**src/rtl/lfpd_pkg.sv**
```systemverilog
// Shared types, constants and the sensor decoder for the line-follower PID drive.
// No dependencies; imported by line_follow_pid_drive_top.
package lfpd_pkg;

  localparam int SUM_WIDTH  = 16;
  localparam int ERR_W      = 4;
  localparam int DIFF_W     = ERR_W + 1;
  localparam int GAIN_W     = 8;
  localparam int CORR_W     = 25;
  localparam int DUTY_W     = 8;
  localparam int SENSOR_W   = 7;
  localparam int CALC_W     = (SUM_WIDTH + 11 > CORR_W + 1) ? SUM_WIDTH + 11 : CORR_W + 1;
  localparam int DUTY_CALC_W = CORR_W + 2;

  localparam int CORR_LIMIT = 8400000;
  localparam int DUTY_MAX   = 255;

  localparam int CFG_ADDR_W = 4;
  localparam int CFG_DATA_W = 32;

  localparam logic [GAIN_W-1:0] PROP_GAIN_RST  = 8'd80;
  localparam logic [GAIN_W-1:0] INTEG_GAIN_RST = 8'd0;
  localparam logic [GAIN_W-1:0] DERIV_GAIN_RST = 8'd30;
  localparam logic [DUTY_W-1:0] BASE_SPEED_RST = 8'd200;

  typedef enum logic [1:0] {
    REG_PROP_GAIN  = 2'd0,
    REG_INTEG_GAIN = 2'd1,
    REG_DERIV_GAIN = 2'd2,
    REG_BASE_SPEED = 2'd3
  } reg_idx_t;

  typedef enum logic [1:0] {
    STEER_FWD   = 2'd0,
    STEER_LEFT  = 2'd1,
    STEER_RIGHT = 2'd2
  } steer_t;

  typedef struct packed {
    logic                    hit;
    logic signed [ERR_W-1:0] err;
  } decode_t;

  function automatic decode_t decode_position(input logic [SENSOR_W-1:0] bits);
    decode_t d;
    d.hit = 1'b1;
    d.err = '0;
    case (bits)
      7'h40: d.err = 4'sd6;
      7'h20: d.err = 4'sd5;
      7'h10: d.err = 4'sd4;
      7'h18: d.err = 4'sd3;
      7'h30: d.err = 4'sd2;
      7'h60: d.err = 4'sd1;
      7'h08: d.err = 4'sd0;
      7'h0C: d.err = -4'sd1;
      7'h06: d.err = -4'sd2;
      7'h03: d.err = -4'sd3;
      7'h04: d.err = -4'sd4;
      7'h02: d.err = -4'sd5;
      7'h01: d.err = -4'sd6;
      default: d.hit = 1'b0;
    endcase
    return d;
  endfunction

endpackage

```
**src/rtl/line_follow_pid_drive_top.sv**
```systemverilog
// Top level of the line-follower PID drive: sensor decode, integral, PID sum and
// motor duty clamp. Depends on lfpd_pkg.
//
// One sensor sample is accepted per cycle while the input ready is high. Its result
// is held in the stage 1 registers and loaded into the output register once that
// register is free. The first stage decodes the sample and updates the held
// error and the saturating integral; the second stage forms the three gain products,
// their clamped sum, both clamped duties and the steering direction. Gain and speed
// registers should only be written while no request is in flight. The input ready
// depends on the output ready through the two stages.
module line_follow_pid_drive_top
  import lfpd_pkg::*;
(
  input  logic                  clk,
  input  logic                  rst_n,
  input  logic                  in_tvalid,
  output logic                  in_tready,
  input  logic [7:0]            in_tdata,     // [6:0] sensor_bits, [7] zero
  output logic                  out_tvalid,
  input  logic                  out_tready,
  output logic [47:0]           out_tdata,    // [3:0] position_error, [28:4] correction,
                                              // [36:29] left_duty, [44:37] right_duty,
                                              // [46:45] steer_dir, [47] zero
  input  logic                  cfg_psel,
  input  logic                  cfg_penable,
  input  logic                  cfg_pwrite,
  input  logic [CFG_ADDR_W-1:0] cfg_paddr,
  input  logic [CFG_DATA_W-1:0] cfg_pwdata,
  output logic [CFG_DATA_W-1:0] cfg_prdata,
  output logic                  cfg_pready
);

  logic [GAIN_W-1:0] prop_gain_r, integ_gain_r, deriv_gain_r;
  logic [DUTY_W-1:0] base_speed_r;
  reg_idx_t          cfg_idx;
  logic              cfg_wr;

  assign cfg_pready = 1'b1;
  assign cfg_idx    = reg_idx_t'(cfg_paddr[3:2]);
  assign cfg_wr     = cfg_psel & cfg_penable & cfg_pwrite & cfg_pready;

  always_ff @(posedge clk) begin
    if (!rst_n) begin
      prop_gain_r  <= PROP_GAIN_RST;
      integ_gain_r <= INTEG_GAIN_RST;
      deriv_gain_r <= DERIV_GAIN_RST;
      base_speed_r <= BASE_SPEED_RST;
    end else if (cfg_wr) begin
      case (cfg_idx)
        REG_PROP_GAIN:  prop_gain_r  <= cfg_pwdata[GAIN_W-1:0];
        REG_INTEG_GAIN: integ_gain_r <= cfg_pwdata[GAIN_W-1:0];
        REG_DERIV_GAIN: deriv_gain_r <= cfg_pwdata[GAIN_W-1:0];
        REG_BASE_SPEED: base_speed_r <= cfg_pwdata[DUTY_W-1:0];
        default: ;
      endcase
    end
  end

  always_comb begin
    cfg_prdata = '0;
    case (cfg_idx)
      REG_PROP_GAIN:  cfg_prdata = CFG_DATA_W'(prop_gain_r);
      REG_INTEG_GAIN: cfg_prdata = CFG_DATA_W'(integ_gain_r);
      REG_DERIV_GAIN: cfg_prdata = CFG_DATA_W'(deriv_gain_r);
      REG_BASE_SPEED: cfg_prdata = CFG_DATA_W'(base_speed_r);
      default:        cfg_prdata = '0;
    endcase
  end

  // Handshake between the two stages.
  logic s1_valid_r, out_valid_r;
  logic out_free, s1_move, in_acc;

  assign out_free  = !out_valid_r || out_tready;
  assign s1_move   = s1_valid_r && out_free;
  assign in_tready = !s1_valid_r || out_free;
  assign in_acc    = in_tvalid && in_tready;

  // Stage 1: decode and state update.
  logic signed [ERR_W-1:0]     held_error_r;
  logic signed [SUM_WIDTH-1:0] error_sum_r;
  decode_t                     dec;
  logic signed [ERR_W-1:0]     err_nxt;
  logic signed [SUM_WIDTH:0]   sum_wide;
  logic signed [SUM_WIDTH-1:0] sum_nxt;
  logic signed [DIFF_W-1:0]    diff_nxt;

  assign dec      = decode_position(in_tdata[SENSOR_W-1:0]);
  assign err_nxt  = dec.hit ? dec.err : held_error_r;
  assign sum_wide = (SUM_WIDTH+1)'(error_sum_r) + (SUM_WIDTH+1)'(err_nxt);
  assign diff_nxt = DIFF_W'(err_nxt) - DIFF_W'(held_error_r);

  always_comb begin
    if (sum_wide[SUM_WIDTH] != sum_wide[SUM_WIDTH-1]) begin
      sum_nxt = sum_wide[SUM_WIDTH] ? {1'b1, {(SUM_WIDTH-1){1'b0}}}
                                    : {1'b0, {(SUM_WIDTH-1){1'b1}}};
    end else begin
      sum_nxt = sum_wide[SUM_WIDTH-1:0];
    end
  end

  logic signed [ERR_W-1:0]     s1_err_r;
  logic signed [SUM_WIDTH-1:0] s1_sum_r;
  logic signed [DIFF_W-1:0]    s1_diff_r;

  always_ff @(posedge clk) begin
    if (!rst_n) begin
      s1_valid_r   <= 1'b0;
      held_error_r <= '0;
      error_sum_r  <= '0;
    end else begin
      if (in_acc) begin
        s1_valid_r   <= 1'b1;
        held_error_r <= err_nxt;
        error_sum_r  <= sum_nxt;
      end else if (s1_move) begin
        s1_valid_r <= 1'b0;
      end
    end
  end

  always_ff @(posedge clk) begin
    if (in_acc) begin
      s1_err_r  <= err_nxt;
      s1_sum_r  <= sum_nxt;
      s1_diff_r <= diff_nxt;
    end
  end

  // Stage 2: PID sum, clamp and duties.
  logic signed [CALC_W-1:0]      p_term, i_term, d_term, corr_full;
  logic signed [CORR_W-1:0]      corr_nxt;
  logic signed [DUTY_CALC_W-1:0] base_ext, left_full, right_full;
  logic [DUTY_W-1:0]             left_nxt, right_nxt;
  steer_t                        steer_nxt;

  assign p_term = $signed(CALC_W'({1'b0, prop_gain_r}))  * CALC_W'(s1_err_r);
  assign i_term = $signed(CALC_W'({1'b0, integ_gain_r})) * CALC_W'(s1_sum_r);
  assign d_term = $signed(CALC_W'({1'b0, deriv_gain_r})) * CALC_W'(s1_diff_r);
  assign corr_full = p_term + i_term + d_term;

  always_comb begin
    if (corr_full > CALC_W'(CORR_LIMIT)) begin
      corr_nxt = CORR_W'(CORR_LIMIT);
    end else if (corr_full < -CALC_W'(CORR_LIMIT)) begin
      corr_nxt = -CORR_W'(CORR_LIMIT);
    end else begin
      corr_nxt = corr_full[CORR_W-1:0];
    end
  end

  assign base_ext   = $signed(DUTY_CALC_W'({1'b0, base_speed_r}));
  assign left_full  = base_ext - DUTY_CALC_W'(corr_nxt);
  assign right_full = base_ext + DUTY_CALC_W'(corr_nxt);

  always_comb begin
    if (left_full < 0) begin
      left_nxt = '0;
    end else if (left_full > DUTY_CALC_W'(DUTY_MAX)) begin
      left_nxt = DUTY_W'(DUTY_MAX);
    end else begin
      left_nxt = left_full[DUTY_W-1:0];
    end
    if (right_full < 0) begin
      right_nxt = '0;
    end else if (right_full > DUTY_CALC_W'(DUTY_MAX)) begin
      right_nxt = DUTY_W'(DUTY_MAX);
    end else begin
      right_nxt = right_full[DUTY_W-1:0];
    end
    if (s1_err_r == 0) begin
      steer_nxt = STEER_FWD;
    end else if (s1_err_r > 0) begin
      steer_nxt = STEER_LEFT;
    end else begin
      steer_nxt = STEER_RIGHT;
    end
  end

  logic signed [ERR_W-1:0]  out_err_r;
  logic signed [CORR_W-1:0] out_corr_r;
  logic [DUTY_W-1:0]        out_left_r, out_right_r;
  steer_t                   out_steer_r;

  always_ff @(posedge clk) begin
    if (!rst_n) begin
      out_valid_r <= 1'b0;
    end else if (out_free) begin
      out_valid_r <= s1_valid_r;
    end
  end

  always_ff @(posedge clk) begin
    if (s1_move) begin
      out_err_r   <= s1_err_r;
      out_corr_r  <= corr_nxt;
      out_left_r  <= left_nxt;
      out_right_r <= right_nxt;
      out_steer_r <= steer_nxt;
    end
  end

  assign out_tvalid = out_valid_r;
  assign out_tdata  = {1'b0, out_steer_r, out_right_r, out_left_r, out_corr_r, out_err_r};

endmodule

```
**config.mk**
```make
export PLATFORM = sky130hd
export DESIGN_NAME = line_follow_pid_drive_top
export DESIGN_NICKNAME = d
export VERILOG_FILES = /design/src/rtl/lfpd_pkg.sv /design/src/rtl/line_follow_pid_drive_top.sv
export SDC_FILE = /design/constraint.sdc
export NUM_CORES = 1
export LEC_CHECK = 0
export BUFFER_PORTS_ARGS = -buffer_cell sky130_fd_sc_hd__buf_2
export CAP_MARGIN = 20
export CORE_UTILIZATION = 60
export DETAILED_ROUTE_END_ITERATION = 10
export PLACE_DENSITY = 0.8
export SYNTH_ARGS = -nofsm -noshare
export SYNTH_HDL_FRONTEND = slang
export SYNTH_SLANG_ARGS = --single-unit
```
**constraint.sdc**
```tcl
create_clock -name clk -period 13.9 [get_ports clk]
set_clock_uncertainty 0.05 [all_clocks]
set_input_delay 0 -clock clk [delete_from_list [all_inputs] [get_ports clk]]
set_output_delay 0 -clock clk [all_outputs]
set_load 0.02 [all_outputs]
```
Yosys cells after proc, flatten, opt, wreduce, memory -nomap -nowiden

Index checks and enable logic that the tools add are counted.

Memory bits (read-only): 0
RAM bits: 0
Bits of input ports: 51
Memories: 0
Word-level logic and storage cells: 78
Flip-flop bits (word level): 126
Bits in latches: 0
Output and inout port bits: 83

Muxes and demuxes: 13
Add/sub/neg operators: 6
Shift operators: 0
$mul: 3
Equality and inequality tests: 17
Reductions and logical operators: 14
Div/mod/pow operators: 0
Bitwise logic cells: 2
Order comparisons: 7

Operators with widths:

| kind                                                            | number |
|---|---|
| case mux 32 bit (4 select lines)                                | 1 |
| greater-than comparator 26 x 9 -> 1 bit, second input constant  | 2 |
| < comparator 26 x 1 -> 1 bit, second input constant             | 2 |
| two-way mux 25 bit                                              | 2 |
| case mux 4 bit (12 select lines)                                | 1 |
| logical NOT 32 bit                                              | 1 |
| two-way mux 16 bit                                              | 2 |
| adder 26 x 14 -> 27 bit                                         | 1 |
| greater-than comparator 27 x 25 -> 1 bit, second input constant | 1 |
| < comparator 27 x 25 -> 1 bit, second input constant            | 1 |
| adder 13 x 25 -> 26 bit                                         | 1 |
| adder 9 x 25 -> 26 bit                                          | 1 |
| subtractor 9 x 25 -> 26 bit                                     | 1 |
| multiplier 9 x 16 -> 25 bit                                     | 1 |
| adder 16 x 4 -> 17 bit                                          | 1 |
| two-way mux 8 bit                                               | 2 |
| equality test 7 x 2 -> 1 bit, second input constant             | 2 |
| equality test 7 x 3 -> 1 bit, second input constant             | 2 |
| equality test 7 x 4 -> 1 bit, second input constant             | 2 |
| equality test 7 x 5 -> 1 bit, second input constant             | 2 |
| equality test 7 x 6 -> 1 bit, second input constant             | 2 |
| equality test 7 bit, second input constant                      | 2 |
| multiplier 9 x 5 -> 14 bit                                      | 1 |
| multiplier 9 x 4 -> 13 bit                                      | 1 |
| other kinds (17)                                                | 27 |

Longest topological paths before layout

Word-level depth: 9
Gate-level depth with buffers: 43

Least setup slack after synthesis

No wires, ideal clock.

Path kind: register to register
Start point: register integ_gain_r[0]
End point: register out_left_r[2] (data pin)
Setup slack: 3.936 ns
Buffers on the path: 5
Cell stages (with the launch flop): 43
Required time: 13.581 ns
Arrival time: 9.645 ns
Cell sequence: dfxtp_1 clkbuf_1 clkbuf_1 nand2_1 fa_1 inv_1 fa_1 inv_1 fa_1 inv_1 fa_1 fa_1 inv_1 fa_1 inv_1 ha_1 buf_4 and3_2 (+7 left out) buf_4 nor2_2 and2_1 ha_1 fa_1 nor2b_1 o21ai_0 a21oi_1 o21ai_0 a21oi_1 nand4_2 nor2_1 mux2i_1 nand4b_1 nor4b_1 and4_1 clkbuf_1 a31oi_1

Word-level cells in the longest chain between the ends: 9
Elaborated cells on any way between the ends: 11
Those cells by class: add/sub: 3; mul: 1; order compare: 4; mux: 3

Ends and longest elaborated chain:

| item                                    | line                             | RTL |
|---|---|---|
| start: declaration                      | line_follow_pid_drive_top.sv:33  | `logic [GAIN_W-1:0] prop_gain_r, integ_gain_r, deriv_gain_r;` |
| start signal: assignment                | line_follow_pid_drive_top.sv:51  | `REG_INTEG_GAIN: integ_gain_r <= cfg_pwdata[GAIN_W-1:0];` |
| multiplier 9 x 16 -> 25 bit *           | line_follow_pid_drive_top.sv:138 | `assign i_term = $signed(CALC_W'({1'b0, integ_gain_r})) * CALC_W'(s1_sum_r);` |
| adder 13 x 25 -> 26 bit *               | line_follow_pid_drive_top.sv:140 | `assign corr_full = p_term + i_term + d_term;` |
| adder 26 x 14 -> 27 bit *               | line_follow_pid_drive_top.sv:140 |  |
| < comparator 27 x 25 -> 1 bit           | line_follow_pid_drive_top.sv:145 | `end else if (corr_full < -CALC_W'(CORR_LIMIT)) begin` |
| two-way mux 25 bit                      | line_follow_pid_drive_top.sv:145 |  |
| two-way mux 25 bit *                    | line_follow_pid_drive_top.sv:143 | `if (corr_full > CALC_W'(CORR_LIMIT)) begin` |
| named net corr_nxt[0]                   | line_follow_pid_drive_top.sv:132 | `logic signed [CORR_W-1:0] corr_nxt;` |
| subtractor 9 x 25 -> 26 bit *           | line_follow_pid_drive_top.sv:153 | `assign left_full = base_ext - DUTY_CALC_W'(corr_nxt);` |
| greater-than comparator 26 x 9 -> 1 bit | line_follow_pid_drive_top.sv:159 | `end else if (left_full > DUTY_CALC_W'(DUTY_MAX)) begin` |
| two-way mux 8 bit                       | line_follow_pid_drive_top.sv:159 |  |
| end signal: assignment                  | line_follow_pid_drive_top.sv:197 | `out_left_r <= left_nxt;` |
| end: declaration                        | line_follow_pid_drive_top.sv:182 | `logic [DUTY_W-1:0] out_left_r, out_right_r;` |

Mark *: on every way through the listed nets, which the timed path passes. The rest lies on a longest branch.
A chain may end at the register's enable or synchronous reset.

Worst setup path after layout

Start point: register integ_gain_r[5]
End point: register out_right_r[0] (data pin)

Word-level cells in the longest chain between the ends: 9
Elaborated cells on any way between the ends: 11
Those cells by class: add/sub: 3; mul: 1; order compare: 4; mux: 3

Ends and longest elaborated chain:

| item                                    | line                             | RTL |
|---|---|---|
| multiplier 9 x 16 -> 25 bit *           | line_follow_pid_drive_top.sv:138 |  |
| adder 13 x 25 -> 26 bit *               | line_follow_pid_drive_top.sv:140 |  |
| adder 26 x 14 -> 27 bit *               | line_follow_pid_drive_top.sv:140 |  |
| < comparator 27 x 25 -> 1 bit           | line_follow_pid_drive_top.sv:145 |  |
| two-way mux 25 bit                      | line_follow_pid_drive_top.sv:145 |  |
| two-way mux 25 bit *                    | line_follow_pid_drive_top.sv:143 |  |
| named net corr_nxt[0]                   | line_follow_pid_drive_top.sv:132 |  |
| adder 9 x 25 -> 26 bit *                | line_follow_pid_drive_top.sv:154 | `assign right_full = base_ext + DUTY_CALC_W'(corr_nxt);` |
| greater-than comparator 26 x 9 -> 1 bit | line_follow_pid_drive_top.sv:166 | `end else if (right_full > DUTY_CALC_W'(DUTY_MAX)) begin` |
| two-way mux 8 bit                       | line_follow_pid_drive_top.sv:166 |  |
| end signal: assignment                  | line_follow_pid_drive_top.sv:198 | `out_right_r <= right_nxt;` |
| end: declaration                        | line_follow_pid_drive_top.sv:182 |  |

Marks and branches as above.

==> impl_metrics.json <==
{
  "status": "completed",
  "hpwl_um": 29780,
  "syn_area_per_cell_um2": 9.106,
  "routabilityCongestion": 0.8843,
  "ys.flop_type": "edfxtp_1",
  "crit_arrival_ns": 12.01,
  "ys_warn_count": 0,
  "setup_ws_ns": 1.984,
  "drtAntennaViolNets": 0,
  "cp.required_ns": 14.00,
  "p_sw_w": 0.001938,
  "cts_max_path_buffers": 2,
  "ys_top_cells_by_area": "fa_1 24%, edfxtp_1 13%, ha_1 9.6%",
  "io_buffer_count": 80,
  "start_kind": "flip-flop",
  "placedCellCount": 2221,
  "std_cell_rows": 60,
  "netlist_area_um2": 16650,
  "cts_buffers": 17,
  "period_minus_slack_ns": 11.92,
  "clkSlewWorstSetupHoldPaths_ns": 0.07,
  "irDropWorstVdd_mv": 0.2045,
  "cpPeakStageDelay_ns": 0.89,
  "fp.dieW_um": 168.6,
  "slew_violations": 0,
  "routed_via_density": 5.772,
  "synthCells": 1829,
  "initialDrtViolationCount": 1055,
  "start_util_pct": 61.45,
  "synthDistinctLibCells": 101,
  "rsz0062_at_grt": "false",
  "cpLargestDelayFamily": "adder cells",
  "cts_root_buf": "clkbuf_16",
  "p_sw_share_pct": 53.22,
  "cts_tree": "yes",
  "fillCellCount": 2113,
  "setup_tns_ns": 0,
  "combPwrFrac_pct": 72.7,
  "timing.fmax_mhz": 83.92,
  "final_nets": 2263,
  "ys_async_sr_fraction_pct": 0,
  "wl_per_cell_um": 17.01,
  "ios": 134,
  "place_ws_ns": 2.358,
  "postCtsResizedCells": 0,
  "dieHeight_um": 168.6,
  "grt_antenna_before_repair": 0,
  "gr-usage-all-layers_pct": 28.90,
  "finalWirelength_um": 38540,
  "instances_no_fill": 2266,
  "cp_num_buf_inv": 5,
  "htree_levels": 4,
  "hold_viol": 0,
  "grt_max_degree": 48,
  "grt_remaining_overflow": 0,
  "synth_edf_count": 72,
  "areaGrowthSynthToFinish_pct": 7.400,
  "fp.coreArea_um2": 27100,
  "cts.sinks": 126,
  "finalSetupViolations": 0,
  "r2r_slack_ns": 1.98,
  "worstSetupPathType": "flip-flop to flip-flop",
  "p_total_w": 0.003641,
  "insertion_delay_ns": 0.44,
  "drive_gt1_share_pct": 9.398,
  "worst_pin_slew_ns": 0.9179,
  "cp_max_fo": 32,
  "cp_common_cell": "fa_1",
  "ys_seq_area_share_pct": 19.47,
  "drcViolationCount": 0,
  "max-cap-violations": 0,
  "cellPowerDensity_nw_per_um2": 203.6,
  "pwr-share-clk_pct": 12.8,
  "p_seq_share_pct": 14.5,
  "max_slew_margin_pct": 38.58,
  "die_area_um2": 28430,
  "critical_path.slowest_cell": "dfxtp_1",
  "yosysTopAreaCellShare_pct": 24.40,
  "fin_crit_sh_pct": 85.73,
  "drt_pass1_iterations": 7,
  "hp-class": "input pin to flip-flop",
  "n_antenna_cell": 0,
  "num_vias": 13080,
  "yosysTopAreaCell": "fa_1",
  "synth-seq-cells": 126,
  "internal-power_w": 0.001704,
  "end_kind": "flip-flop",
  "p_leak_nw": 8.491,
  "grt_pass1_wl_um": 65530,
  "grt_pass1_vias": 13620
}
-- layer usage --
metal	vias up	part of all wire (%)	GRT usage [%]
met5	-	0	0
met1	6478	43	36.80
li1	6099	-	-
met3	81	5.4	4.302
met4	0	2.6	10.20
met2	421	50	50.21
-- stage by stage --
stage | instance area, um2 | utilization [%] | hold slack [ns]
after floorplan | 16740 | - | 0.07511
after global placement | 17170 | 63.35 | 0.1950
after detailed placement | 17170 | 63.35 | 0.2094
after CTS | 17880 | 65.97 | 0.01327
after global routing | 17890 | 66.00 | 0.07892
final | 17890 | 66.00 | 0.02151
-- final cells by class --
class,instances,area [um2],area share [%]
tap,372,465.4,2.602
sequential,126,3243,18.13
timing repair buffer,98,565.5,3.162
inverter,291,1092,6.107
clock inverter,15,166.4,0.9303
clock buffer,17,425.4,2.378
multi-input combinational,1347,11930,66.69
-- placed cells by master (no fill, tap or decap), drive strengths merged, types with 22 or more instances in the layout --
cell | Yosys | routed
o21ai | 65 | 65
nor2b | 41 | 41
dfxtp | 54 | 54
conb | 2 | 26
ha | 128 | 128
and2 | 115 | 115
nand2 | 180 | 180
nor2 | 113 | 113
buf | 47 | 86
mux2i | 38 | 38
nor3 | 38 | 38
a31oi | 22 | 22
edfxtp | 72 | 72
a21oi | 72 | 72
inv | 291 | 302
xnor2 | 31 | 31
nand3 | 26 | 26
fa | 203 | 203
-- power groups by stage --
| stage | Clock, W | Combinational [W] | Sequential, W |
|---|---|---|---|
| after detailed placement | 0 | 0.00257 | 0.000535 |
| after floorplan | 0 | 0.00204 | 0.000575 |
| after CTS | 0.000471 | 0.00260 | 0.000528 |
| after global routing | 0.000485 | 0.00293 | 0.000534 |
| final | 0.000466 | 0.00265 | 0.000528 |
| after global placement | 0 | 0.00251 | 0.000534 |
-- cells in the mapped netlist, drive strengths merged, types with 38 or more instances --
cell    number
a21oi       72
and2       115
buf         47
clkbuf      42
dfxtp       54
edfxtp      72
fa         203
ha         128
inv        291
mux2i       38
nand2      180
nor2       113
nor2b       41
nor3        38
o21ai       65
-- cell families after synthesis --
group / share of synthesized area (%)
AO/OA/AOI/OAI: 12.01
other: 0.04509
adder cells (fa/ha/maj): 34.02
XOR/XNOR: 2.562
AND/OR/NAND/NOR: 18.83
multiplexers: 3.568
buffers and inverters: 9.488
flip-flops: 19.47
-- what timing repair did --
action                     CTS  global route
hold endpoints to repair    34             0
buffers inserted             0             0
hold buffers                12             0
setup endpoints to repair    0             0
-- worst register-to-register path: cells and delay by family (launching register included) --
family / cells / cell delay, ns
and+or+nand+nor: 9 / 2.50
AOI/OAI and AO/OA: 14 / 3.36
adders and majority gates: 9 / 4.35
buffers and inverters: 5 / 0.48
DFF: 1 / 0.89
-- path summary, 6_finish.rpt --
kind | to | startpoint | cells after the start
worst max register to register | out_right_r[0] | integ_gain_r[5] | 37
worst max-delay path | out_right_r[0] | integ_gain_r[5] | 37
worst min register to register | error_sum_r[10] | error_sum_r[10] | 2
worst min-delay path | prop_gain_r[6] | cfg_penable | 5
-- registers in the layout (all words and copies together) (netlist names), 2 cells and up --
signal	count
out_corr_r	25
error_sum_r	16
s1_sum_r	16
base_speed_r	8
deriv_gain_r	8
integ_gain_r	8
out_left_r	8
out_right_r	8
prop_gain_r	8
s1_diff_r	5
held_error_r	4
out_err_r	4
s1_err_r	4
out_steer_r	2
Note: power is estimated with default switching activity, not from simulation.
